==> src/rtl/core/hmsct_pkg.sv <==
// shared codes, field layout and constants of the countdown timer controller
package hmsct_pkg;

	// key codes
	localparam logic [2:0] KEY_NONE = 3'd0;
	localparam logic [2:0] KEY_UP   = 3'd1;
	localparam logic [2:0] KEY_DN   = 3'd2;
	localparam logic [2:0] KEY_OK   = 3'd3;
	localparam logic [2:0] KEY_ESC  = 3'd4;

	// mode codes
	localparam logic [2:0] MODE_IDLE  = 3'd0;
	localparam logic [2:0] MODE_EDIT  = 3'd1;
	localparam logic [2:0] MODE_RUN   = 3'd2;
	localparam logic [2:0] MODE_PAUSE = 3'd3;
	localparam logic [2:0] MODE_DONE  = 3'd4;

	// cursor codes
	localparam logic [1:0] CUR_HOURS   = 2'd0;
	localparam logic [1:0] CUR_MINUTES = 2'd1;
	localparam logic [1:0] CUR_SECONDS = 2'd2;
	localparam logic [1:0] CUR_START   = 2'd3;

	// configuration register indexes
	localparam int unsigned CFG_IDX_W = 1;
	localparam int unsigned CFG_DATA_W = 8;
	localparam logic [CFG_IDX_W-1:0] CFG_BLINK_HALF = 1'b0;
	localparam logic [CFG_IDX_W-1:0] CFG_MAX_HOURS  = 1'b1;
	localparam logic [7:0] BLINK_HALF_RESET = 8'd50;
	localparam logic [4:0] MAX_HOURS_RESET  = 5'd24;

	// field widths and limits
	localparam int unsigned HOURS_W  = 5;
	localparam int unsigned MINSEC_W = 6;
	localparam int unsigned REMAIN_W = 27;
	localparam int unsigned TIME_W   = 32;
	localparam logic [MINSEC_W-1:0] MINSEC_MAX = 6'd59;
	localparam logic [REMAIN_W-1:0] MS_PER_HOUR = 27'd3600000;
	localparam logic [REMAIN_W-1:0] MS_PER_MIN  = 27'd60000;
	localparam logic [REMAIN_W-1:0] MS_PER_SEC  = 27'd1000;

	// exact reciprocal constants for the display split
	localparam logic [27:0] DIV1000_MUL = 28'd137438954;
	localparam int unsigned DIV1000_SH  = 37;
	localparam logic [18:0] DIV60_MUL   = 19'd279621;
	localparam int unsigned DIV60_SH    = 24;
	localparam logic [18:0] DIV3600_MUL = 19'd298262;
	localparam int unsigned DIV3600_SH  = 30;

	// stream word layout
	localparam int unsigned S_TDATA_W = 40;
	localparam int unsigned M_TDATA_W = 56;
	localparam int unsigned OUT_MODE_LSB   = 0;
	localparam int unsigned OUT_CURSOR_LSB = 3;
	localparam int unsigned OUT_HOURS_LSB  = 5;
	localparam int unsigned OUT_MIN_LSB    = 10;
	localparam int unsigned OUT_SEC_LSB    = 16;
	localparam int unsigned OUT_REMAIN_LSB = 22;
	localparam int unsigned OUT_BLINK_BIT  = 49;
	localparam int unsigned OUT_EXIT_BIT   = 50;

	// state picture taken after each word
	typedef struct packed {
		logic [2:0]          mode;
		logic [1:0]          cursor;
		logic [HOURS_W-1:0]  set_hours;
		logic [MINSEC_W-1:0] set_minutes;
		logic [MINSEC_W-1:0] set_seconds;
		logic [REMAIN_W-1:0] remain;
		logic                blink;
		logic                exit_request;
	} snap_t;

endpackage

==> src/rtl/core/hms_countdown_timer_controller.sv <==
// countdown timer controller: key handling, run timing and display split
//
//  channel  | direction | handshake                  | contents
//  ---------+-----------+----------------------------+------------------------------------
//  s_*      | in        | s_tvalid / s_tready        | one tick: page flag, key, timestamp
//  m_*      | out       | m_tvalid / m_tready        | one result word per tick
//  cfg_*    | in        | cfg_valid / cfg_ready      | register index and write data
//
//  one word can be taken every cycle while s_tready is high; the timer state updates at the accepting edge
//  its result word then passes a state snapshot register,
//  a whole-seconds stage, a minutes and hours stage, then the output register
//  a stalled output fills those four registers, then s_tready drops
//  reset is asynchronous, active low; cfg_ready is always high
module hms_countdown_timer_controller (
	input  logic                                  clk,
	input  logic                                  arst_n,
	input  logic                                  s_tvalid,
	output logic                                  s_tready,
	// key [2:0], now_ms [34:3], zero [39:35]
	input  logic [hmsct_pkg::S_TDATA_W-1:0]       s_tdata,
	// page_active [0]
	input  logic                                  s_tuser,
	output logic                                  m_tvalid,
	input  logic                                  m_tready,
	// mode [2:0], cursor [4:3], shown_hours [9:5], shown_minutes [15:10],
	// shown_seconds [21:16], remaining_ms [48:22], blink [49],
	// exit_request [50], zero [55:51]
	output logic [hmsct_pkg::M_TDATA_W-1:0]       m_tdata,
	input  logic                                  cfg_valid,
	output logic                                  cfg_ready,
	input  logic [hmsct_pkg::CFG_IDX_W-1:0]       cfg_index,
	input  logic [hmsct_pkg::CFG_DATA_W-1:0]      cfg_data
);

	typedef enum logic [2:0] {
		ST_IDLE  = hmsct_pkg::MODE_IDLE,
		ST_EDIT  = hmsct_pkg::MODE_EDIT,
		ST_RUN   = hmsct_pkg::MODE_RUN,
		ST_PAUSE = hmsct_pkg::MODE_PAUSE,
		ST_DONE  = hmsct_pkg::MODE_DONE
	} mode_t;

	localparam int unsigned HW = hmsct_pkg::HOURS_W;
	localparam int unsigned MW = hmsct_pkg::MINSEC_W;
	localparam int unsigned RW = hmsct_pkg::REMAIN_W;
	localparam int unsigned TW = hmsct_pkg::TIME_W;

	// configuration registers
	logic [7:0]    blink_half_q;
	logic [HW-1:0] max_hours_q;

	// timer state
	mode_t         mode_q, mode_n;
	logic [1:0]    cursor_q, cursor_n;
	logic [HW-1:0] set_hours_q, set_hours_n;
	logic [MW-1:0] set_minutes_q, set_minutes_n;
	logic [MW-1:0] set_seconds_q, set_seconds_n;
	logic [RW-1:0] target_q, target_n;
	logic [TW-1:0] elapsed_q, elapsed_n;
	logic [TW-1:0] start_q, start_n;
	logic [RW-1:0] remain_q, remain_n;
	logic          blink_q, blink_n;
	logic [7:0]    blink_cnt_q, blink_cnt_n;
	logic          exit_n;

	logic [2:0]    key_in;
	logic [TW-1:0] now_in;
	logic [TW-1:0] run_d;
	logic [RW-1:0] target_calc;
	logic          accept;

	// split pipeline
	logic                      v_s1, v_s2, v_s3, out_valid_q;
	logic                      rdy1, rdy2, rdy3, rdy4;
	hmsct_pkg::snap_t          snap_n, snap_s1, snap_s2, snap_s3;
	logic [54:0]               prod_sec;
	logic [36:0]               prod_min, prod_hour;
	logic [17:0]               total_s_s2, total_s_s3;
	logic [11:0]               total_min_s3;
	logic [5:0]                hours_s3;
	logic [17:0]               sec_full;
	logic [11:0]               min_full;
	logic                      timed;
	logic [HW-1:0]             shown_h;
	logic [MW-1:0]             shown_m, shown_s;
	logic [hmsct_pkg::M_TDATA_W-1:0] out_word, out_q;

	function automatic logic [HW-1:0] step_hours(input logic [HW-1:0] v,
		input logic [HW-1:0] lim, input logic up);
		logic [HW-1:0] r;
		if (up) begin
			r = (v >= lim) ? '0 : v + HW'(1);
		end else begin
			r = (v == '0) ? lim : v - HW'(1);
		end
		return r;
	endfunction

	function automatic logic [MW-1:0] step_minsec(input logic [MW-1:0] v, input logic up);
		logic [MW-1:0] r;
		if (up) begin
			r = (v >= hmsct_pkg::MINSEC_MAX) ? '0 : v + MW'(1);
		end else begin
			r = (v == '0) ? hmsct_pkg::MINSEC_MAX : v - MW'(1);
		end
		return r;
	endfunction

	assign key_in    = s_tdata[2:0];
	assign now_in    = s_tdata[34:3];
	assign accept    = s_tvalid && s_tready;
	assign cfg_ready = 1'b1;

	// set time in milliseconds, constant multiplies only
	assign target_calc = RW'(set_hours_q) * hmsct_pkg::MS_PER_HOUR
		+ RW'(set_minutes_q) * hmsct_pkg::MS_PER_MIN
		+ RW'(set_seconds_q) * hmsct_pkg::MS_PER_SEC;

	// next timer state for the word at the input
	always_comb begin
		mode_n        = mode_q;
		cursor_n      = cursor_q;
		set_hours_n   = set_hours_q;
		set_minutes_n = set_minutes_q;
		set_seconds_n = set_seconds_q;
		target_n      = target_q;
		elapsed_n     = elapsed_q;
		start_n       = start_q;
		remain_n      = remain_q;
		blink_n       = blink_q;
		blink_cnt_n   = blink_cnt_q;
		exit_n        = 1'b0;
		run_d         = '0;
		if (s_tuser) begin
			if (mode_q == ST_DONE) begin
				// any real key leaves finished; target is kept
				if (key_in == hmsct_pkg::KEY_UP || key_in == hmsct_pkg::KEY_DN ||
				    key_in == hmsct_pkg::KEY_OK || key_in == hmsct_pkg::KEY_ESC) begin
					mode_n        = ST_IDLE;
					cursor_n      = hmsct_pkg::CUR_HOURS;
					set_hours_n   = '0;
					set_minutes_n = '0;
					set_seconds_n = '0;
					elapsed_n     = '0;
					start_n       = '0;
					remain_n      = '0;
				end
			end else begin
				case (key_in)
					hmsct_pkg::KEY_UP, hmsct_pkg::KEY_DN: begin
						if (mode_q == ST_IDLE) begin
							cursor_n = (key_in == hmsct_pkg::KEY_UP) ? cursor_q + 2'd1
								: cursor_q - 2'd1;
						end else if (mode_q == ST_EDIT) begin
							case (cursor_q)
								hmsct_pkg::CUR_HOURS: begin
									set_hours_n = step_hours(set_hours_q, max_hours_q,
										key_in == hmsct_pkg::KEY_UP);
								end
								hmsct_pkg::CUR_MINUTES: begin
									set_minutes_n = step_minsec(set_minutes_q,
										key_in == hmsct_pkg::KEY_UP);
								end
								hmsct_pkg::CUR_SECONDS: begin
									set_seconds_n = step_minsec(set_seconds_q,
										key_in == hmsct_pkg::KEY_UP);
								end
								default: begin
								end
							endcase
						end else if (mode_q == ST_PAUSE && key_in == hmsct_pkg::KEY_DN) begin
							mode_n    = ST_IDLE;
							elapsed_n = '0;
							start_n   = '0;
							remain_n  = '0;
						end
					end
					hmsct_pkg::KEY_OK: begin
						case (mode_q)
							ST_IDLE: begin
								if (cursor_q != hmsct_pkg::CUR_START) begin
									mode_n = ST_EDIT;
								end else begin
									mode_n   = ST_RUN;
									target_n = target_calc;
									start_n  = now_in;
								end
							end
							ST_EDIT: begin
								mode_n   = ST_IDLE;
								cursor_n = (cursor_q >= hmsct_pkg::CUR_SECONDS)
									? hmsct_pkg::CUR_HOURS : cursor_q + 2'd1;
							end
							ST_PAUSE: begin
								mode_n  = ST_RUN;
								start_n = now_in;
							end
							ST_RUN: begin
								mode_n    = ST_PAUSE;
								elapsed_n = elapsed_q + (now_in - start_q);
							end
							default: begin
							end
						endcase
					end
					hmsct_pkg::KEY_ESC: begin
						mode_n        = ST_IDLE;
						cursor_n      = hmsct_pkg::CUR_HOURS;
						target_n      = '0;
						set_hours_n   = '0;
						set_minutes_n = '0;
						set_seconds_n = '0;
						elapsed_n     = '0;
						start_n       = '0;
						remain_n      = '0;
						exit_n        = 1'b1;
					end
					default: begin
					end
				endcase
			end

			// fields above their limit fall back to zero while editing
			if (mode_n == ST_EDIT) begin
				if (set_hours_n > max_hours_q) begin
					set_hours_n = '0;
				end
				if (set_minutes_n > hmsct_pkg::MINSEC_MAX) begin
					set_minutes_n = '0;
				end
				if (set_seconds_n > hmsct_pkg::MINSEC_MAX) begin
					set_seconds_n = '0;
				end
			end else if (mode_n == ST_RUN) begin
				// time left, read as signed 32 bit
				run_d = TW'(target_n) - elapsed_n - (now_in - start_n);
				if (run_d == '0 || run_d[TW-1]) begin
					remain_n    = '0;
					mode_n      = ST_DONE;
					blink_n     = 1'b1;
					blink_cnt_n = '0;
				end else if (run_d > TW'(target_n)) begin
					remain_n = target_n;
				end else begin
					remain_n = run_d[RW-1:0];
				end
			end

			if (mode_n == ST_EDIT || mode_n == ST_PAUSE || mode_n == ST_DONE) begin
				if (blink_cnt_n < blink_half_q) begin
					blink_cnt_n = blink_cnt_n + 8'd1;
				end else begin
					blink_n     = ~blink_n;
					blink_cnt_n = '0;
				end
			end else begin
				blink_n = 1'b1;
			end
		end
	end

	// configuration and timer state
	always_ff @(posedge clk or negedge arst_n) begin
		if (!arst_n) begin
			blink_half_q  <= hmsct_pkg::BLINK_HALF_RESET;
			max_hours_q   <= hmsct_pkg::MAX_HOURS_RESET;
			mode_q        <= ST_IDLE;
			cursor_q      <= hmsct_pkg::CUR_SECONDS;
			set_hours_q   <= '0;
			set_minutes_q <= '0;
			set_seconds_q <= '0;
			target_q      <= '0;
			elapsed_q     <= '0;
			start_q       <= '0;
			remain_q      <= '0;
			blink_q       <= 1'b1;
			blink_cnt_q   <= '0;
		end else begin
			if (cfg_valid && cfg_ready) begin
				case (cfg_index)
					hmsct_pkg::CFG_BLINK_HALF: blink_half_q <= cfg_data;
					hmsct_pkg::CFG_MAX_HOURS: max_hours_q <= cfg_data[HW-1:0];
					default: begin
					end
				endcase
			end
			if (accept) begin
				mode_q        <= mode_n;
				cursor_q      <= cursor_n;
				set_hours_q   <= set_hours_n;
				set_minutes_q <= set_minutes_n;
				set_seconds_q <= set_seconds_n;
				target_q      <= target_n;
				elapsed_q     <= elapsed_n;
				start_q       <= start_n;
				remain_q      <= remain_n;
				blink_q       <= blink_n;
				blink_cnt_q   <= blink_cnt_n;
			end
		end
	end

	// picture of the state just written, plus this word's exit flag
	assign snap_n = '{
		mode:         mode_n,
		cursor:       cursor_n,
		set_hours:    set_hours_n,
		set_minutes:  set_minutes_n,
		set_seconds:  set_seconds_n,
		remain:       remain_n,
		blink:        blink_n,
		exit_request: exit_n
	};

	// per-stage flow control
	assign rdy4     = !out_valid_q || m_tready;
	assign rdy3     = !v_s3 || rdy4;
	assign rdy2     = !v_s2 || rdy3;
	assign rdy1     = !v_s1 || rdy2;
	assign s_tready = rdy1;

	always_ff @(posedge clk or negedge arst_n) begin
		if (!arst_n) begin
			v_s1        <= 1'b0;
			v_s2        <= 1'b0;
			v_s3        <= 1'b0;
			out_valid_q <= 1'b0;
		end else begin
			if (rdy1) begin
				v_s1 <= accept;
			end
			if (rdy2) begin
				v_s2 <= v_s1;
			end
			if (rdy3) begin
				v_s3 <= v_s2;
			end
			if (rdy4) begin
				out_valid_q <= v_s3;
			end
		end
	end

	// remaining ms to whole seconds, then seconds to minutes and hours
	assign prod_sec  = 55'(snap_s1.remain) * 55'(hmsct_pkg::DIV1000_MUL);
	assign prod_min  = 37'(total_s_s2) * 37'(hmsct_pkg::DIV60_MUL);
	assign prod_hour = 37'(total_s_s2) * 37'(hmsct_pkg::DIV3600_MUL);

	always_ff @(posedge clk) begin
		if (rdy1 && accept) begin
			snap_s1 <= snap_n;
		end
		if (rdy2) begin
			snap_s2    <= snap_s1;
			total_s_s2 <= prod_sec[hmsct_pkg::DIV1000_SH +: 18];
		end
		if (rdy3) begin
			snap_s3      <= snap_s2;
			total_s_s3   <= total_s_s2;
			total_min_s3 <= prod_min[hmsct_pkg::DIV60_SH +: 12];
			hours_s3     <= prod_hour[hmsct_pkg::DIV3600_SH +: 6];
		end
		if (rdy4) begin
			out_q <= out_word;
		end
	end

	// remainders by multiply-and-subtract
	assign sec_full = total_s_s3 - 18'(total_min_s3) * 18'd60;
	assign min_full = total_min_s3 - 12'(hours_s3) * 12'd60;

	// timed modes show time left, the others show the set time
	assign timed = snap_s3.mode == hmsct_pkg::MODE_RUN || snap_s3.mode == hmsct_pkg::MODE_PAUSE
		|| snap_s3.mode == hmsct_pkg::MODE_DONE;
	assign shown_h = timed ? hours_s3[HW-1:0] : snap_s3.set_hours;
	assign shown_m = timed ? min_full[MW-1:0] : snap_s3.set_minutes;
	assign shown_s = timed ? sec_full[MW-1:0] : snap_s3.set_seconds;

	assign out_word = {5'd0, snap_s3.exit_request, snap_s3.blink, snap_s3.remain,
		shown_s, shown_m, shown_h, snap_s3.cursor, snap_s3.mode};

	assign m_tvalid = out_valid_q;
	assign m_tdata  = out_q;

endmodule

==> config.mk <==
export PLATFORM = sky130hd
export DESIGN_NAME = hms_countdown_timer_controller
export DESIGN_NICKNAME = d
export VERILOG_FILES = /design/src/rtl/core/hmsct_pkg.sv /design/src/rtl/core/hms_countdown_timer_controller.sv
export SDC_FILE = /design/constraint.sdc
export NUM_CORES = 2
export LEC_CHECK = 0
export BUFFER_PORTS_ARGS = -buffer_cell sky130_fd_sc_hd__buf_2
export CAP_MARGIN = 15
export CORE_ASPECT_RATIO = 0.8
export CORE_MARGIN = 3
export CORE_UTILIZATION = 55
export CTS_BUF_LIST = sky130_fd_sc_hd__clkbuf_4 sky130_fd_sc_hd__clkbuf_8
export CTS_CLUSTER_DIAMETER = 100
export DETAILED_ROUTE_END_ITERATION = 6
export MAX_ROUTING_LAYER = met4
export PLACE_DENSITY = 0.82
export SYNTH_ARGS = -nofsm -noshare
export SYNTH_HDL_FRONTEND = slang
export SYNTH_SLANG_ARGS = --single-unit
==> constraint.sdc <==
create_clock -name clk -period 13.31 [get_ports clk]
set_input_delay 0.6655 -clock clk [delete_from_list [all_inputs] [get_ports clk]]
set_output_delay 0.6655 -clock clk [all_outputs]
set_load 0.02 [all_outputs]
=== Word level (Yosys, flattened, before mapping) ===
Cells that the tools add are included.

* Mux-type cells: 111
* Bitwise gates (word level): 3
* Multipliers: 8
* Reduce and logical (&&, ||, !) cells: 30
* Order comparisons: 9
* Shift operators: 0
* Equal/unequal tests: 19
* Divide/modulo/power cells: 0
* Add/subtract/negate cells: 18

{| class="wikitable"
|+ Operators with widths
! kind !! number
|-
| two-way mux 32 bit || 14
|-
| two-way mux 27 bit || 14
|-
| one-hot mux 32 bit (3 select lines) || 2
|-
| two-way mux 6 bit || 26
|-
| one-hot mux 27 bit (2 select lines) || 2
|-
| subtractor 32 bit || 3
|-
| two-way mux 5 bit || 13
|-
| one-hot mux 32 bit (2 select lines) || 1
|-
| multiplier 27 x 27 -> 54 bit (second input constant) || 1
|-
| two-way mux 8 bit || 6
|-
| multiplier 18 x 19 -> 36 bit (second input constant) || 1
|-
| multiplier 18 x 18 -> 35 bit (second input constant) || 1
|-
| two-way mux 3 bit || 11
|-
| adder 32 bit || 1
|-
| > comparator 32 x 27 -> 1 bit || 1
|-
| zero test 32 bit || 1
|-
| subtractor 27 x 32 -> 32 bit || 1
|-
| adder 27 x 16 -> 27 bit || 1
|-
| adder 27 x 22 -> 27 bit || 1
|-
| == test 3 x 2 -> 1 bit (second input constant) || 8
|-
| one-hot mux 6 bit (2 select lines) || 2
|-
| multiplier 5 x 15 -> 20 bit (second input constant) || 1
|-
| multiplier 6 x 11 -> 17 bit (second input constant) || 1
|-
| two-way mux 2 bit || 8
|-
| other kinds (37) || 77
|}

* Bits in writable memories: 0
* Bits in latches: 0
* Memories kept: 0
* Memory bits (read-only): 0
* Word-level logic and storage cells: 244
* Bits in registers: 412
* Output and inout port bits: 59
* Bits of input ports: 55

=== Longest topological paths before layout ===
* Depth in word-level cells: 21
* Depth in mapped cells: 58
* Mapped depth without buffers: 54

=== Worst setup path before layout ===
Ideal clock, no wire load.

* Kind: reg2reg
* From: register set_seconds_q[3]
* To: register blink_cnt_q[7]
* Path buffers: 3
* Cell stages (with the launch flop): 56
* Setup time: 0.087 ns
* Slack: 1.461 ns
* Clock period less this slack: 11.849 ns
* Data required time: 13.223 ns
* Arrival: 11.763 ns
* Cells stage by stage: dfrtp_1 > clkbuf_1 > inv_1 > ha_1 > inv_1 > fa_1 > fa_1 > inv_1 > ha_1 > a21o_1 > a21oi_1 > o21bai_1 > a21oi_1 > o21bai_1 > a21oi_1 > xnor2_1 > fa_1 > inv_1 > (+20 left out) > nand4_1 > or4_4 > o22a_1 > buf_6 > clkbuf_1 > and2_1 > ha_1 > a21oi_1 > nor2b_1 > o21ai_0 > o21ai_0 > nor2_1 > nand2_1 > and4_1 > a21oi_1 > nand2_1 > or4b_1 > o211ai_1

* Word-level cells in the longest chain between the ends: 19
* Elaborated cells between the ends (all ways): 28
* Those cells by class: add/sub (4); mul (1); order compare (1); eq/ne (3); mux (15); reduce/logical (4)

{| class="wikitable"
|+ Ends and longest elaborated chain
! element !! line !! source
|-
| start, declared || hms_countdown_timer_controller.sv:57 || <nowiki>logic [MW-1:0] set_seconds_q, set_seconds_n;</nowiki>
|-
| start signal, assigned || hms_countdown_timer_controller.sv:292 || <nowiki>set_seconds_q <= set_seconds_n;</nowiki>
|-
| multiplier 6 x 7 -> 13 bit * || hms_countdown_timer_controller.sv:117 || <nowiki>+ RW'(set_seconds_q) * hmsct_pkg::MS_PER_SEC;</nowiki>
|-
| adder 27 x 16 -> 27 bit * || hms_countdown_timer_controller.sv:117 ||
|-
| two-way mux 27 bit * || hms_countdown_timer_controller.sv:181 || <nowiki>if (cursor_q != hmsct_pkg::CUR_START) begin</nowiki>
|-
| two-way mux 27 bit * || hms_countdown_timer_controller.sv:179 || <nowiki>case (mode_q)</nowiki>
|-
| one-hot mux 27 bit (2 select lines) * || hms_countdown_timer_controller.sv:149 || <nowiki>case (key_in)</nowiki>
|-
| two-way mux 27 bit * || hms_countdown_timer_controller.sv:135 || <nowiki>if (mode_q == ST_DONE) begin</nowiki>
|-
| two-way mux 27 bit * || hms_countdown_timer_controller.sv:134 || <nowiki>if (s_tuser) begin</nowiki>
|-
| subtractor 27 x 32 -> 32 bit * || hms_countdown_timer_controller.sv:236 || <nowiki>run_d = TW'(target_n) - elapsed_n - (now_in - start_n);</nowiki>
|-
| subtractor 32 bit * || hms_countdown_timer_controller.sv:236 ||
|-
| zero test 32 bit || hms_countdown_timer_controller.sv:237 || <nowiki>if (run_d == '0 || run_d[TW-1]) begin</nowiki>
|-
| logical OR 1 bit * || hms_countdown_timer_controller.sv:237 ||
|-
| parallel branches: the longest is 7 deep, another holds adder 8 x 1 -> 8 bit || - ||
|-
| two-way mux 8 bit * || hms_countdown_timer_controller.sv:249 || <nowiki>if (mode_n == ST_EDIT || mode_n == ST_PAUSE || mode_n == ST_DONE) begin</nowiki>
|-
| end signal, assigned || hms_countdown_timer_controller.sv:298 || <nowiki>blink_cnt_q <= blink_cnt_n;</nowiki>
|-
| end, declared || hms_countdown_timer_controller.sv:63 || <nowiki>logic [7:0] blink_cnt_q, blink_cnt_n;</nowiki>
|}

Every way passes the cells marked *. The select of a mux whose other input is x is not followed.
A chain may end at the register's enable or synchronous reset.

=== Worst setup path in the final report ===
* From: register set_seconds_q[0]
* To: register blink_cnt_q[7]

The elaborated chain is that of the path after synthesis.

==> reports/results.ini <==
[outcome]
outcome = finished clean

[final_layout]
n_fill_cell = 6493
multiInputGateArea_um2 = 30600
nets = 5840
syn_to_final_growth_pct = 7.36
design_area_um2 = 49000
drive_gt1_frac = 0.0813
register_area_um2 = 11300

[global_route]
grt_max_degree = 79
grt_pass1_vias = 33725
overflow = 0
grt_first_pass_wirelength_mm = 179
grt_usage = 0.268
grt_antenna_before_repair = 1

[logic_synthesis]
synth_area_um2 = 45700
synth_area_per_cell_um2 = 10.4
ys_types = 103
async_flop_share = 0.410
syn_inst = 4411
yosysWarnings = 0
synth_seq_area_share = 0.248
synth_ff_type = edfxtp_1
synth-seq-cells = 405
synth_edf_count = 239

[timing]
finalSetupTns_ns = 0
finClkSkew_ns = 0.0588
hold_viol_final = 0
finalCritPeriodShare = 0.950
report.final.slew_viol_count = 0
max_freq_mhz = 79.1
fin_hold_ws_ns = 0.0202
tightestPinTransition_ns = 1.31
relSlewSlack = 0.106
min_period_ns = 12.65
setup_violations = 0
postLayoutSetupSlackWorst_ns = 0.663

[route]
via_per_inst = 5.76
ant_nets = 0
remaining_drc_errors = 0
vias = 32621
drt-initial-drc-count = 2357
drt-pass1-iter-count = 6
drt-wirelength-per-cell_um = 19.4
drt-total-wl_mm = 110

[critical_path]
crit_path_start_kind = register
worst-r2r-cell-count = 51
worstPathArrival_ns = 13.24
slowest_stage = fa_1
reg2reg_from = set_seconds_q[0]
required_ns = 13.90
r2r-end = blink_cnt_q[7]
worst-path-max-fanout = 19
path_common_cell = fa_1
cp-end-kind = register
max_stage_delay_ns = 0.62
crit_type = reg2reg
rrSetupSlack_ns = 0.66

[floorplan]
die-area_um2 = 86500
core_um2 = 81300
rows = 93
die_w_um = 328
die_y_um = 264
num_io_pins = 114
start_util = 0.561

[clock_tree]
cts.sinks = 405
cts_buffers = 71
clockBufferDepth = 3
clk_pin_slew_ns = 0.07
clockRootBuffer = clkbuf_8
postCtsHoldBufs = 0
cts_tree = yes
htreeDepth = 3
clkLatencyLatePin_ns = 0.71

[place]
gp_congestion = 0.958
dpl_cell_area_um2 = 47400
place_ws_ns = 0.169
port_buffers = 102
hpwl_mm = 88.1

[min_path]
min_path_type = in2async

[flow_run]
maxCapViolations = 0

[how the worst max path moves through the flow]
| stage | start | end | slack (ns) |
|---|---|---|---|
| final | set_seconds_q[0] | blink_cnt_q[7] | 0.66 |
| after global routing | set_seconds_q[0] | blink_cnt_q[7] | -0.09 |
| after CTS | set_seconds_q[0] | blink_cnt_q[7] | 0.09 |
| after detailed placement | set_seconds_q[0] | blink_cnt_q[7] | 0.17 |
| after global placement | set_seconds_q[0] | blink_cnt_q[7] | 0.36 |
| after floorplan | set_seconds_q[3] | blink_cnt_q[7] | 1.46 |
[Yosys cell counts (47+ instances only)]
| master | number | area share |
|---|---|---|
| a21oi_1 | 175 | 0.019 |
| clkbuf_1 | 78 | 0.0064 |
| o21ai_0 | 183 | 0.020 |
| edfxtp_1 | 239 | 0.16 |
| mux2_2 | 56 | 0.014 |
| nor3_1 | 54 | 0.0059 |
| a21o_1 | 81 | 0.013 |
| inv_1 | 904 | 0.074 |
| nand2_1 | 216 | 0.018 |
| a22o_1 | 49 | 0.0094 |
| fa_1 | 479 | 0.21 |
| nand3_1 | 66 | 0.0072 |
| dfrtp_1 | 159 | 0.087 |
| xor2_1 | 47 | 0.0090 |
| xnor2_1 | 103 | 0.020 |
| nor2_1 | 146 | 0.012 |
| ha_1 | 785 | 0.22 |
[per-stage QoR]
step / std cells / utilization
2_1_floorplan: 4415 / -
3_5_place_dp: 5538 / 0.583
5_1_grt: 5668 / 0.603
6_report: 5668 / 0.603
3_3_place_gp: 5538 / 0.583
4_1_cts: 5665 / 0.602
[cells in the final DEF, fill, tap and decap left out, types with 103 or more instances in the layout]
| cell type | count |
|---|---|
| a21oi_1 | 169 |
| dfrtp_1 | 159 |
| edfxtp_1 | 239 |
| fa_1 | 479 |
| ha_1 | 785 |
| inv_1 | 903 |
| nand2_1 | 213 |
| nor2_1 | 144 |
| o21ai_0 | 183 |
| xnor2_1 | 103 |
[worst max-delay path: cells and delay by family (launching register included)]
kind / cells / cell delay [ns]
AOI/OAI and AO/OA: 22 / 4.22
xor gates and xnor gates: 2 / 0.25
adders and majority gates: 10 / 4.49
buffers and inverters: 5 / 0.28
DFF: 1 / 0.40
and+or+nand+nor: 12 / 2.85
[final cells by class]
cell class | count | area share
flip-flops and latches | 405 | 0.231
diodes | 1 | 0.0000510
clock buffers | 95 | 0.0242
clock inverters | 32 | 0.00707
inverters | 905 | 0.0693
multi-input cells | 3002 | 0.624
repair buffers | 136 | 0.0157
well taps | 1092 | 0.0279
[state kept, by name, summed over array words and instances (netlist names), 2 cells and up]
name / flops
m_tdata: 51
snap_s1: 51
snap_s2: 51
out_word: 34
elapsed_q: 32
start_q: 32
remain_q: 27
target_q: 27
total_s_s2: 18
snap_s3: 17
blink_cnt_q: 8
blink_half_q: 8
set_minutes_q: 6
set_seconds_q: 6
total_min_s3: 6
total_s_s3: 6
hours_s3: 5
max_hours_q: 5
set_hours_q: 5
mode_q: 3
cursor_q: 2
[per-layer routing]
layer  wire (um)  vias up  global-route usage
met5           0        -                   -
met2       49000     1235               0.401
li1            -    15222                   -
met4        3010        0              0.0724
met1       48300    15951               0.369
met3        9860      213              0.0608
[repair_timing]
action | in CTS | in global routing
setup endpoints to repair | 0 | 9
gates resized for setup | 0 | 11
buffers inserted | 0 | 2
[cells by family after synthesis]
| group | count (synthesis) | synth area share |
|---|---|---|
| AND/OR/NAND/NOR | 691 | 0.0737 |
| AO/OA/AOI/OAI | 811 | 0.121 |
| multiplexers | 80 | 0.0192 |
| XOR/XNOR | 150 | 0.0288 |
| adder cells (fa/ha/maj) | 1264 | 0.425 |
| other | 2 | 0.000164 |
| buffers and inverters | 1008 | 0.0840 |
| flip-flops | 405 | 0.248 |
Power is left out: the tool's default activity adds up to more than one toggle a clock period on the data nets, which glitch-free logic cannot reach.
